## config.mk

```make
export PLATFORM = sky130hd
export DESIGN_NAME = sito_mac_cell
export DESIGN_NICKNAME = d
export VERILOG_FILES = /design/src/rtl/sito_pkg.sv /design/src/rtl/sito_mac_cell.sv
export SDC_FILE = /design/constraint.sdc
export NUM_CORES = 1
export LEC_CHECK = 0
export ABC_AREA = 1
export BUFFER_PORTS_ARGS = -buffer_cell sky130_fd_sc_hd__buf_4
export CELL_PAD_IN_SITES_DETAIL_PLACEMENT = 0
export CELL_PAD_IN_SITES_GLOBAL_PLACEMENT = 1
export CORE_UTILIZATION = 25
export CTS_BUF_LIST = sky130_fd_sc_hd__clkbuf_8
export DETAILED_ROUTE_END_ITERATION = 12
export GPL_TIMING_DRIVEN = 1
export HOLD_SLACK_MARGIN = 0.12
export PLACE_DENSITY_LB_ADDON = 0.3
export SETUP_SLACK_MARGIN = 0.1
export SLEW_MARGIN = 20
export SYNTH_ARGS = -nofsm -noshare
export SYNTH_HDL_FRONTEND = slang
export SYNTH_SLANG_ARGS = --single-unit
```

## constraint.sdc

```tcl
create_clock -name clk -period 8.5 [get_ports clk]
set_input_delay 0.425 -clock clk [delete_from_list [all_inputs] [get_ports clk]]
set_output_delay 0.425 -clock clk [all_outputs]
set_load 0.01 [all_outputs]
```

## src/rtl/sito_pkg.sv

```systemverilog
`default_nettype none
package sito_pkg;
  localparam int DIM_FIELDS = 4;
  localparam int IDX_W      = 32;
  localparam int SIZE_W     = 16;
  localparam int STRIDE_W   = 16;
  localparam int NDIM_W     = 3;
  localparam int OFS_W      = 36;
  localparam int MAX_DIMS_DEF = 4;

  // One word in flight through the cell chain.
  typedef struct packed {
    logic                                 valid;
    logic [IDX_W-1:0]                     quo;    // dividend shifting into quotient
    logic [SIZE_W-1:0]                    rem;
    logic signed [OFS_W-1:0]              acc;
    logic [NDIM_W-1:0]                    ndims;
    logic [DIM_FIELDS-1:0][SIZE_W-1:0]    sizes;
    logic [DIM_FIELDS-1:0][STRIDE_W-1:0]  strides;
  } word_t;
endpackage
`default_nettype wire

```

## src/rtl/sito_mac_cell.sv

```systemverilog
`default_nettype none
module sito_mac_cell import sito_pkg::*; #(
  parameter int DIM = 0
) (
  input  logic  clk,
  input  logic  rst,
  input  logic  en,
  input  word_t din,
  output word_t dout
);
  logic signed [STRIDE_W-1:0] stride;
  logic signed [SIZE_W+STRIDE_W:0] prod;
  word_t dnext;

  // Unused dimension leaves rem at zero, so its product is zero.
  always_comb begin
    stride = $signed(din.strides[DIM]);
    prod   = $signed({1'b0, din.rem}) * stride;
    dnext  = din;
    dnext.acc = din.acc + {{(OFS_W-SIZE_W-STRIDE_W-1){prod[SIZE_W+STRIDE_W]}}, prod};
    dnext.rem = '0;
  end

  always_ff @(posedge clk) begin
    if (rst) begin
      dout.valid <= 1'b0;
    end else if (en) begin
      dout.valid <= din.valid;
    end
    if (en) begin
      dout.quo     <= dnext.quo;
      dout.rem     <= dnext.rem;
      dout.acc     <= dnext.acc;
      dout.ndims   <= dnext.ndims;
      dout.sizes   <= dnext.sizes;
      dout.strides <= dnext.strides;
    end
  end
endmodule
`default_nettype wire

```

* Word-level counts from Yosys, hierarchy flattened
Index checks and enable logic that the tools add are counted.
Word-level totals: register bits after elaboration 200, input bits 219, word-level logic and storage cells 14
Operators by class: $add $sub $neg 1, multiply operators 1
Operators by type and width (count):
- adder 36 bit | 1
- multiplier 17 x 16 -> 33 bit | 1

* Depth between registers and ports, before layout
depth in word-level cells 2, mapped depth 38, depth with buffers taken out 36

* Least setup slack after synthesis
OpenSTA, ideal clock, no wires.
path kind input -> register, start point input din[7] (netlist bit), end point register dout[165] (netlist bit) (data pin), arrival time 6.478 ns, data required time 8.248 ns, slack 1.770 ns, stages on the path 31, path buffers 2, cells stage by stage clkbuf_1 -> clkbuf_1 -> nand2_1 -> fa_1 -> inv_1 -> fa_1 -> inv_1 -> fa_1 -> inv_1 -> fa_1 -> fa_1 -> inv_1 -> fa_1 -> inv_1 -> ha_1 -> a21oi_1 -> nor2_1 -> nor2_1 -> o21ai_0 -> a21oi_1 -> o21ai_0 -> xor2_1 -> ha_1 -> a21oi_1 -> o21ai_0 -> a21oi_1 -> nor2_1 -> nor3_1 -> nand2_1 -> nand2_1 -> nand2_1
RTL lines:
- from (decl) | RTL line sito_mac_cell.sv:8 | input word_t din,
- to (decl) | RTL line sito_mac_cell.sv:9 | output word_t dout

==> impl_metrics.csv <==
group,metric,value,unit
die,die_h,268,um
synth,syn_inst,1893,
routing,dr.first_iter.drc_count,760,
placement,routabilityCongestion,0.887,
placement,port_buffers,418,
routing,drc,0,
synth,synthArstFlopShare,0,
synth,synthesis.area,17700,um2
worst_setup_path,rr_endpoint,"dout[215]",
worst_setup_path,required,8.82,ns
flow_run,drv_cap,0,
routing,antenna_left,0,
synth,netlist.area_leader.share,0.337,
die,core-area,70100,um2
clocking,numCtsBuffers,17,
status,status,"complete, no violations",
die,ios,435,
final_layout,largest_register_ff_count,200,
global_routing,grt_pass1_wl,90300,um
routing,via_per_inst,4.26,
worst_setup_path,r2r.worst_path.cells,3,
worst_setup_path,r2r_slack,7.31,ns
final_layout,areaGrowthSynthToFinish,34.3,%
sta,fin_tns_setup,0,ns
clocking,h-tree-depth,4,
sta,drv_slew,0,
die,fp-row-count,97,
die,die-area,72100,um2
sta,skew,0,ns
worst_setup_path,startpoint,"din[15]",
sta,setup_viol,0,
synth,synth_largest_area_cell,"edfxtp_1",
worst_setup_path,end_kind,"flip-flop",
clocking,clk_pin_slew,0.18,ns
sta,finalHoldViolCount,0,
clocking,clk_latency,0.52,ns
global_routing,gr-total-overflow,0,
sta,tightest_slew,0.923,ns
sta,slew_headroom,0.385,
placement,hpwl,49300,um
final_layout,fin_nets,3001,
sta,max_freq,0.132,GHz
die,start_util,0.253,
final_layout,largest_registers,"dout (200)",
final_layout,largest-register,"dout",
clocking,cts_buffer_depth,2,
sta,period_minus_slack,7.59,ns
global_routing,antenna_found_initial,11,
synth,avgSynthCellArea,9.37,um2
die,die_x,268,um
sta,rsz0062_at_grt,"false",
synth,synth_top_family_by_area,"adder cells",
synth,netlist_top_cells_area,"edfxtp_1, fa_1, ha_1, inv_1, nand2_1",
worst_setup_path,r2r-start,"dout[215]",
synth,synth_fa_ha_area_frac,0.331,
routing,wl_per_cell,18.1,um
worst_setup_path,endpoint,"dout[166]",
hold_path,hold_depth,1,
worst_setup_path,arrival,7.91,ns
synth,synthSimpleGateAreaFrac,0.146,
synth,synth-seq-cells,200,
routing,dr_total_vias,14420,
global_routing,track_usage,0.170,
synth,synth.area.mux_share,0.000564,
synth,yosysSeqAreaShare,0.338,
routing,dr.pass1.iters,5,
synth,synth.distinct_cells,44,
synth,synth-xor-area-share,0.0242,
synth,synth_flop_cell,"edfxtp_1",
routing,postRouteWirelength,61300,um
hold_path,hold_path.class,"in -> reg",
global_routing,grt_start_max_net_pins,140,
clocking,clock_sinks,200,
worst_setup_path,crit_path_max_fanout,17,
synth,yosysWarnings,0,
worst_setup_path,path_class,"in -> reg",
worst_setup_path,cp_slowest_cell,"dlygate4sd3_1",
final_layout,drive_gt1_frac,0.206,
clocking,postCtsSetupBuffers,0,
synth,synth_compound_area_frac,0.0470,
synth,synth_edf_count,199,
worst_setup_path,cp_slowest_stage_delay,0.53,ns
worst_setup_path,start_kind,"primary input",
clocking,clock-root-buffer,"clkbuf_8",
sta,final.period_utilization,0.893,
global_routing,grt_pass1_vias,15189,
clocking,cts_tree,"done",
-- worst min-delay path by stage --
stage | startpoint | end | slack (ns)
finish | din[12] | dout[12] | 0.24
global route | din[5] | dout[5] | 0.18
CTS | din[14] | dout[14] | 0.14
detailed placement | dout[215] | dout[215] | 0.49
global placement | dout[215] | dout[215] | 0.49
floorplan | rst | dout[215] | 0.50
-- through the flow --
stage | instances | instance area (um2) | hold slack [ns] | worst slack [ns] | utilization
3_5_place_dp | 3196 | 21800 | 0.488 | 0.932 | 0.311
2_1_floorplan | 1908 | 17800 | 0.497 | 1.77 | -
4_1_cts | 3382 | 23800 | 0.144 | 1.00 | 0.340
3_3_place_gp | 3196 | 21800 | 0.487 | 0.895 | 0.311
5_1_grt | 3386 | 23800 | 0.180 | 0.417 | 0.340
6_report | 3388 | 23800 | 0.243 | 0.909 | 0.340
-- cell families after synthesis --
| family | count (synthesis) |
|---|---|
| XOR/XNOR | 49 |
| flip-flops | 200 |
| AO/OA/AOI/OAI | 142 |
| AND/OR/NAND/NOR | 628 |
| other | 1 |
| adder cells (fa/ha/maj) | 353 |
| multiplexers | 1 |
| buffers and inverters | 519 |
-- critical path, delay by kind of cell --
kind	cells	cell delay (ns)
AO/OA/AOI/OAI	5	1.18
adder cells (fa/ha/maj)	8	3.48
XOR/XNOR	1	0.30
buffers and inverters	8	1.34
AND/OR/NAND/NOR	10	1.19
-- layout make-up --
type | instances | area (um2)
Tap cell | 940 | 1180
Multi-Input combinational cell | 1189 | 9800
Antenna cell | 6 | 15.0
Clock buffer | 17 | 234
Inverter | 448 | 1680
Timing Repair Buffer | 573 | 4710
Clock inverter | 15 | 230
Fill cell | 7205 | 46300
Sequential cell | 200 | 6000
-- layer usage --
| layer | wire [um] | track usage | up-vias | part of all wire |
|---|---|---|---|---|
| met5 | 27 | 0 | - | 0.00044 |
| met4 | 1160 | 0.0435 | 4 | 0.019 |
| met3 | 3340 | 0.0306 | 60 | 0.055 |
| met2 | 32700 | 0.321 | 438 | 0.53 |
| met1 | 24100 | 0.195 | 7056 | 0.39 |
| li1 | - | - | 6862 | - |
-- synth_stat cells, types with 4 or more instances --
library cell and instances:
nand2_1 435, nand2_2 20, nand4_1 6, fa_1 195, o21ai_2 4, o21ai_0 27
a21o_1 12, xnor2_1 11, a31oi_1 5, inv_1 446, nor2_1 88, or2_2 8
xor2_1 38, o21bai_1 8, a21oi_1 70, nand3_1 36, nor2_2 7, ha_1 158
clkbuf_1 54, edfxtp_1 199, nor3_1 17, buf_4 16, nand3_2 5
-- placed cells by master, fill, tap and decap left out, types with 18 or more instances in the layout --
cell | synthesis | final
a21oi_1 | 70 | 70
buf_4 | 16 | 417
clkbuf_8 | 0 | 18
dlygate4sd3_1 | 0 | 154
edfxtp_1 | 199 | 199
fa_1 | 195 | 195
ha_1 | 158 | 158
inv_1 | 446 | 446
nand2_1 | 435 | 435
nand2_2 | 20 | 20
nand3_1 | 36 | 36
nor2_1 | 88 | 88
o21ai_0 | 27 | 27
xor2_1 | 38 | 38
-- timing repair --
action / 4_1_cts / 5_1_grt
resized for setup: 0 / 0
hold buffers: 154 / 0
hold endpoints to repair: 153 / 0
Power is left out: the tool's default activity adds up to more than one toggle a clock period on the data nets, which glitch-free logic cannot reach.
