===== config.mk =====
export PLATFORM = sky130hd
export DESIGN_NAME = sito_div_cell
export DESIGN_NICKNAME = d
export VERILOG_FILES = /design/src/rtl/sito_pkg.sv /design/src/rtl/sito_div_cell.sv
export SDC_FILE = /design/constraint.sdc
export NUM_CORES = 1
export LEC_CHECK = 0
export ABC_CLOCK_PERIOD_IN_PS = 3500
export BUFFER_PORTS_ARGS = -buffer_cell sky130_fd_sc_hd__buf_2
export CORE_AREA = 2 2 171 173
export CTS_BUF_LIST = sky130_fd_sc_hd__clkbuf_4 sky130_fd_sc_hd__clkbuf_8
export DETAILED_ROUTE_END_ITERATION = 10
export DIE_AREA = 0 0 173 175
export GPL_TIMING_DRIVEN = 0
export PLACE_DENSITY_LB_ADDON = 0.3
export SYNTH_ARGS = -nofsm -noshare
export SYNTH_HDL_FRONTEND = slang
export SYNTH_SLANG_ARGS = --single-unit

===== constraint.sdc =====
create_clock -name clk -period 3.5 [get_ports clk]
set_clock_uncertainty 0.2 [all_clocks]
set_input_delay 0.35 -clock clk [delete_from_list [all_inputs] [get_ports clk]]
set_output_delay 0.35 -clock clk [all_outputs]
set_load 0.05 [all_outputs]

===== src/rtl/sito_pkg.sv =====
`default_nettype none
package sito_pkg;
  localparam int DIM_FIELDS = 4;
  localparam int IDX_W      = 32;
  localparam int SIZE_W     = 16;
  localparam int STRIDE_W   = 16;
  localparam int NDIM_W     = 3;
  localparam int OFS_W      = 36;
  localparam int MAX_DIMS_DEF = 4;

  // One word in flight through the cell chain.
  typedef struct packed {
    logic                                 valid;
    logic [IDX_W-1:0]                     quo;    // dividend shifting into quotient
    logic [SIZE_W-1:0]                    rem;
    logic signed [OFS_W-1:0]              acc;
    logic [NDIM_W-1:0]                    ndims;
    logic [DIM_FIELDS-1:0][SIZE_W-1:0]    sizes;
    logic [DIM_FIELDS-1:0][STRIDE_W-1:0]  strides;
  } word_t;
endpackage
`default_nettype wire


===== src/rtl/sito_div_cell.sv =====
`default_nettype none
module sito_div_cell import sito_pkg::*; #(
  parameter int DIM = 0
) (
  input  logic  clk,
  input  logic  rst,
  input  logic  en,
  input  word_t din,
  output word_t dout
);
  logic              active;
  logic [SIZE_W-1:0] divisor;
  logic [SIZE_W:0]   trial;
  logic [SIZE_W-1:0] diff;
  logic              take;
  word_t             dnext;

  // diff only matters when take is set; then it is below the divisor.
  always_comb begin
    active  = din.ndims > NDIM_W'(DIM);
    divisor = (active && din.sizes[DIM] != '0) ? din.sizes[DIM] : SIZE_W'(1);
    trial   = {din.rem, din.quo[IDX_W-1]};
    diff    = trial[SIZE_W-1:0] - divisor;
    take    = trial >= {1'b0, divisor};
    dnext   = din;
    dnext.rem = take ? diff : trial[SIZE_W-1:0];
    dnext.quo = {din.quo[IDX_W-2:0], take};
  end

  always_ff @(posedge clk) begin
    if (rst) begin
      dout.valid <= 1'b0;
    end else if (en) begin
      dout.valid <= din.valid;
    end
    if (en) begin
      dout.quo     <= dnext.quo;
      dout.rem     <= dnext.rem;
      dout.acc     <= dnext.acc;
      dout.ndims   <= dnext.ndims;
      dout.sizes   <= dnext.sizes;
      dout.strides <= dnext.strides;
    end
  end
endmodule
`default_nettype wire


After elaboration in Yosys (flattened, before gate mapping)
Cells that the tools add are included.

Output and inout bits: 216. Bits of input ports: 219. Register bits after elaboration: 216.

Add/subtract/negate cells: 1. Reduce and logical (&&, ||, !) cells: 2. Mux-type cells: 2. Order comparisons: 2.

Operator list (number): 2-to-1 mux 16 bit (2); >= comparator 17 x 16 -> 1 bit (1); nonzero test 16 bit (1); subtractor 16 bit (1); > comparator 3 x 1 -> 1 bit (second input constant) (1); logical AND 1 bit (1).

Logic depth before layout (Yosys ltp)
Gate-level depths: netlist of the first run.

Word-level depth: 5. Depth in mapped cells: 14. Depth with buffers taken out: 12.

Worst setup path before layout of the first run
OpenSTA, ideal clock, no wires.

Kind: input-to-reg. From: in din[67] in the netlist's numbering. To: reg dout[174] in the netlist's numbering, data pin. Stages on the path: 14. Required time: 3040 ps. Setup slack: 75 ps. Setup time: 260 ps. Arrival time: 2965 ps. Cells stage by stage: nor4_1 -> nand4_1 -> o31a_1 -> clkbuf_1 -> nand2_1 -> ha_1 -> o21a_1 -> o21ai_2 -> a211oi_2 -> o32a_1 -> a31o_1 -> buf_6 -> buf_6 -> mux2_4.

RTL lines: start, declared (RTL line sito_div_cell.sv:8) `input word_t din,`; end, declared (RTL line sito_div_cell.sv:9) `output word_t dout`.

==> results of run 1 <==
worst reg2reg max path, delay by kind of cell (launching register included):
family,cells,cell delay (ns)
multiplexers,1,0.13
buffers and inverters,1,0.54
AND/OR/NAND/NOR,1,0.05
flip-flops,1,0.31
report_power, final:
part	internal [mW]	switching, mW
registers	3.10	0.0548
clock network	1.37	1.04
logic	0.511	1.15
per-stage QoR:
| step | util (%) | setup WS [ns] | cells |
|---|---|---|---|
| after floorplan | - | 0.0751 | 374 |
| after global placement | 36.2 | -1.18 | 1192 |
| after detailed placement | 36.4 | -0.843 | 1194 |
| after CTS | 46.8 | 0.0390 | 1479 |
| after global routing | 46.9 | 0.00141 | 1480 |
| final | 46.9 | 0.142 | 1480 |
layout make-up:
| type | count | area, µm² |
|---|---|---|
| buffer | 6 | 42.5 |
| clock buffer | 52 | 653 |
| clock inverter | 19 | 138 |
| fill | 2528 | 15100 |
| inverter | 7 | 26.3 |
| multi-input combinational | 145 | 1110 |
| sequential | 216 | 6480 |
| tap | 384 | 480 |
| timing repair buffer | 651 | 4390 |
routing by layer:
metal	wire, µm	up-vias	GRT usage [%]
li1	-	2872	-
met1	9630	2904	18.2
met2	13100	310	28.7
met3	2360	57	5.64
met4	774	0	5.76
met5	0	-	0
kinds of logic (layout without fill, tap and decap cells):
logic type      Yosys count  in the layout  synth area share (%)
flops                   216            216                  84.9
simple gates             58             58                  3.63
compound gates           43             43                  3.86
fa+ha+maj                17             17                  2.89
mux                      16             16                  2.59
buf+inv                  13            735                 0.853
xor+xnor                 11             11                  1.26
Yosys cell counts (all sizes together):
cell type | count | area [µm²]
o211ai | 2 | 15.0
nand3b | 1 | 7.51
xor2 | 2 | 17.5
o22ai | 1 | 6.26
inv | 7 | 26.3
o31ai | 2 | 15.0
a311oi | 1 | 8.76
a21oi | 12 | 60.1
ha | 16 | 200
a31o | 1 | 8.76
o21bai | 2 | 15.0
a41oi | 1 | 8.76
xnor2 | 9 | 78.8
or3b | 1 | 8.76
a21o | 7 | 52.6
dfxtp | 1 | 20.0
nand4 | 4 | 25.0
buf | 3 | 27.5
nor4 | 5 | 31.3
edfxtp | 215 | 6460
mux2i | 4 | 40.0
o21a | 1 | 7.51
o32a | 1 | 10.0
o31a | 1 | 8.76
fa | 1 | 20.0
nand2 | 26 | 97.6
a211oi | 3 | 27.5
a31oi | 1 | 6.26
or2 | 2 | 12.5
o21ai | 6 | 33.8
mux2 | 12 | 158
nor2 | 8 | 32.5
nand2b | 5 | 31.3
clkbuf | 3 | 11.3
nand3 | 6 | 30.0
o211a | 1 | 10.0
how the worst min path moves through the flow:
stage,start,end,slack (ns),depth (start not counted)
global route,en,dout[181],0.07,1
finish,en,dout[181],0.07,1
detailed placement,dout[215],dout[215],0.29,2
floorplan,rst,dout[215],0.22,1
global placement,dout[215],dout[215],0.28,2
CTS,din[167],dout[168],0.04,3
repair_timing:
item | CTS | global route
hold endpoints to repair | 213 | 0
endpoints found under the setup margin | 16 | 8
resized for setup | 5 | 1
setup buffers | 0 | 1
pin swaps | 0 | 0
hold buffers | 214 | 0
cloned | 0 | 0
==> run_results.csv, run 1 <==
group,metric,value,unit
placement,numPortBuffers,434,
synthesis,ys_ff_latch,216,
timing,finalSetupViolCount,0,
routing,drcViolationCount,0,
floorplan,rows,62,
setup_path,crit_type,"in -> reg",
floorplan,start_util,26.9,%
routing,postRouteAntennaNets,0,
run_status,status,"completed",
routing,wl_per_cell,17.5,µm
placement,post-dp-hpwl,17.9,mm
cells_and_area,largest_reg_flops,216,
setup_path,r2r_slack,2.16,ns
routing,drtIter0Drc,322,
pwr,powerDensity,543,nW/µm²
timing,timing.hold.ws,0.0675,ns
clock_network,cts_tree,"built",
floorplan,die_area,30300,µm²
cells_and_area,top_register,"dout",
setup_path,cpMostUsedCell,"buf_6",
clock_network,cts_num_sinks,216,
worst_hold_path,min_path_type,"in -> reg",
routing,vias_per_cell,4.15,
timing,max-slew-margin-rel,60.9,%
setup_path,r2r.worst_path.cells,3,
placement,postPlaceCellArea,10300,µm²
floorplan,design.portCount,435,
setup_path,cp.required,3.56,ns
cells_and_area,final_common_cell,"buf_2",
flow_run,cap_violations,0,
timing,finalSetupTns,0,ns
setup_path,critPathCapture,"dout[175]",
synthesis,yosysWarnings,0,
synthesis,synth.cell_area,7630,µm²
setup_path,crit_buf_inv,4,
synthesis,synth.distinct_cells,43,
routing,dr.pass1.iters,4,
timing,timing.fmax,298,MHz
grt,grt_pass1_wl,37.6,mm
pwr,total_leakage_power,5.74,nW
grt,antenna_found_initial,0,
floorplan,die_w,173,µm
synthesis,yosysSeqAreaShare,84.9,%
synthesis,syn_nets,610,
timing,drv_slew,0,
grt,grt_max_degree,80,
setup_path,cp.arrival,3.41,ns
cells_and_area,area_growth,74.6,%
timing,post-route-min-period,3.36,ns
floorplan,die_h,175,µm
synthesis,avgSynthCellArea,20.4,µm²
timing,hold_viol,0,
setup_path,critPathCaptureType,"flip-flop",
setup_path,critPathLaunchType,"input port",
pwr,ir_worst_vdd,0.306,mV
setup_path,startpoint,"din[72]",
grt,grtUsageTotal,16.2,%
setup_path,worstPathCellList,"buf_2 -> nor4_4 -> nand4_1 -> o31a_1 -> clkbuf_4 -> nand2_1 -> ha_1 -> o21a_1 -> o21ai_2 -> a211oi_2 -> o32a_1 -> a31o_1 -> buf_6 -> buf_6 -> mux2_4",
grt,grt_pass1_vias,6590,
timing,worst_slew_pin_slew,0.586,ns
floorplan,core_area,28400,µm²
placement,place_congestion,0.847,
synthesis,synthCells,374,
cells_and_area,final_area,13300,µm²
clock_network,cts-root-buf,"clkbuf_8",
cells_and_area,reg_top3,"dout (216)",
grt,grt.overflow.total,0,
clock_network,clock_path_buffers,3,
timing,rsz0062_at_grt,"false",
cells_and_area,final_nets,1303,
timing,finalCritPeriodShare,95.9,%
setup_path,cpMaxStageDelayCell,"o32a_1",
clock_network,h-tree-depth,2,
clock_network,cts_buffers,40,
setup_path,cpLargestDelayFamily,"compound AO/OA/AOI/OAI gates",
setup_path,cp.depth,15,
setup_path,reg2reg_to,"dout[215]",
cells_and_area,drive_above_1_share,47.1,%
setup_path,r2r_start,"dout[215]",
routing,drt-total-wl,25.8,mm
setup_path,cp_max_fo,10,
cells_and_area,antennaDiodeCount,0,
routing,vias,6143,
cells_and_area,mostFrequentLayoutCells,"buf_2, edfxtp_1, dlygate4sd3_1",
setup_path,cp_slowest_stage_delay,0.38,ns
clock_network,cts.clk_slew.worst_paths,0.05,ns
pwr,finalPower,7.23,mW
clock_network,clock_latency,0.52,ns
Note: power is estimated with default switching activity, not from simulation.
==> run 2: changes to the inputs <==
--- a/config.mk
+++ b/config.mk
@@ -12,6 +12,7 @@
 export DETAILED_ROUTE_END_ITERATION = 10
 export DIE_AREA = 0 0 173 175
 export GPL_TIMING_DRIVEN = 0
+export HOLD_SLACK_MARGIN = 0.08
 export PLACE_DENSITY_LB_ADDON = 0.3
 export SYNTH_ARGS = -nofsm -noshare
 export SYNTH_HDL_FRONTEND = slang
==> run_results.csv, run 2 (synthesized netlist as in run 1, its figures left out) <==
group,metric,value,unit
run_status,status,"completed",
pwr,p_int,4.98,mW
setup_path,cp_max_fo,10,
floorplan,rows,62,
cells_and_area,final_common_cell,"buf_2",
routing,met2WireLength,13.1,mm
placement,place_ws,-0.843,ns
cells_and_area,antennaDiodeCount,0,
cells_and_area,largest_reg_flops,216,
routing,drtIter0Drc,326,
routing,dr.pass1.iters,4,
grt,grt_pass1_wl,37.7,mm
routing,drcViolationCount,0,
cells_and_area,reg_top3,"dout (216)",
floorplan,die_area,30300,µm²
clock_network,cts_num_sinks,216,
clock_network,clock_path_buffers,3,
floorplan,core_area,28400,µm²
grt,antenna_found_initial,0,
setup_path,cp.arrival,3.42,ns
setup_path,cp.required,3.56,ns
floorplan,design.portCount,435,
pwr,seqPwrFrac,43.7,%
pwr,clkPwrFrac,33.2,%
routing,wl_per_cell,17.4,µm
cells_and_area,top_register,"dout",
worst_hold_path,min_path_type,"in -> reg",
timing,finalCritPeriodShare,96.0,%
timing,timing.fmax,298,MHz
timing,worst_slew_pin_slew,0.585,ns
placement,place_congestion,0.847,
clock_network,clock_latency,0.52,ns
cells_and_area,final_nets,1306,
cells_and_area,drive_above_1_share,47.0,%
timing,max-slew-margin-rel,61.0,%
cells_and_area,mostFrequentLayoutCells,"buf_2, dlygate4sd3_1, edfxtp_1",
pwr,power.share.combinational,23.1,%
flow_run,cap_violations,0,
pwr,switching_share,31.1,%
routing,postRouteAntennaNets,0,
pwr,ir_worst_vdd,0.306,mV
routing,wl_met3,2.40,mm
routing,wl_met1,9.61,mm
routing,vias,6142,
routing,dr.max_layer_used,"met4",
cells_and_area,fin_cells,1483,
setup_path,critPathLaunchType,"input port",
timing,timing.hold.ws,0.139,ns
pwr,total_leakage_power,5.76,nW
clock_network,cts_buffers,40,
cells_and_area,final_area,13300,µm²
floorplan,start_util,26.9,%
grt,grt.overflow.total,0,
clock_network,cts.clk_slew.worst_paths,0.05,ns
timing,post-route-min-period,3.36,ns
clock_network,cts-root-buf,"clkbuf_8",
clock_network,h-tree-depth,2,
worst_hold_path,whs_path_depth,4,
floorplan,die_w,173,µm
setup_path,r2r.worst_path.cells,3,
timing,hold_viol,0,
pwr,p_sw,2.25,mW
floorplan,die_h,175,µm
placement,numPortBuffers,434,
timing,finalSetupViolCount,0,
cells_and_area,final_core_util,47.0,%
setup_path,critPathCaptureType,"flip-flop",
routing,vias_per_cell,4.14,
pwr,finalPower,7.23,mW
timing,rsz0062_at_grt,"false",
cells_and_area,area_growth,75.0,%
routing,drt-total-wl,25.8,mm
timing,setup_slack,0.142,ns
grt,grt_max_degree,80,
clock_network,cts_tree,"built",
timing,finalSetupTns,0,ns
pwr,powerDensity,542,nW/µm²
setup_path,crit_type,"in -> reg",
timing,drv_slew,0,
placement,dp_cells,1194,
placement,post-dp-hpwl,17.9,mm
grt,grt_pass1_vias,6591,
grt,grtUsageTotal,16.3,%
placement,postPlaceCellArea,10300,µm²
[run 2: cell count changes in the layout (fill, tap and decap cells not counted)]
cell / change
dlygate4sd3_1: +3
[run 2: layout make-up]
cell class	count	area, µm²
multi-input cells	145	1110
plain buffers	6	42.5
repair buffers	654	4420
fillers	2527	15000
clock buffers	52	653
flip-flops and latches	216	6480
clock inverters	19	138
inverters	7	26.3
well taps	384	480
[run 2: path summary, 6_finish.rpt]
| check | from | to | slack [ns] |
|---|---|---|---|
| setup / recovery | din[72] | dout[175] | 0.14 |
| setup reg to reg | dout[215] | dout[215] | 2.16 |
| hold reg to reg | dout[215] | dout[215] | 0.84 |
| hold / removal | din[182] | dout[180] | 0.14 |
[run 2: power groups by stage]
stage / logic (mW) / clock network, mW / registers, mW
global route: 1.74 / 2.61 / 3.18
global placement: 1.46 / 0 / 3.22
detailed placement: 1.47 / 0 / 3.21
CTS: 1.68 / 2.49 / 3.16
finish: 1.67 / 2.40 / 3.16
floorplan: 0.206 / 0 / 4.00
[run 2: worst max-delay path: stages]
cell and delay [ns]:
buf_2 0.14, nor4_4 0.32, nand4_1 0.14, o31a_1 0.16, clkbuf_4 0.21, nand2_1 0.10
ha_1 0.29, o21a_1 0.22, o21ai_2 0.14, a211oi_2 0.09, o32a_1 0.38, a31o_1 0.24
buf_6 0.14, buf_6 0.16, mux2_4 0.30
[run 2: per-layer routing]
metal  vias up  GRT usage, %
li1       2878             -
met1      2895          18.2
met2       312          28.7
met3        57          5.64
met4         0          5.76
met5         -             0
[run 2: what timing repair did]
action | 4_1_cts | 5_1_grt
hold buffers | 217 | 0
resized for setup | 5 | 1
endpoints found under the hold margin | 218 | 0
buffers inserted | 0 | 1
setup endpoints to repair | 16 | 8
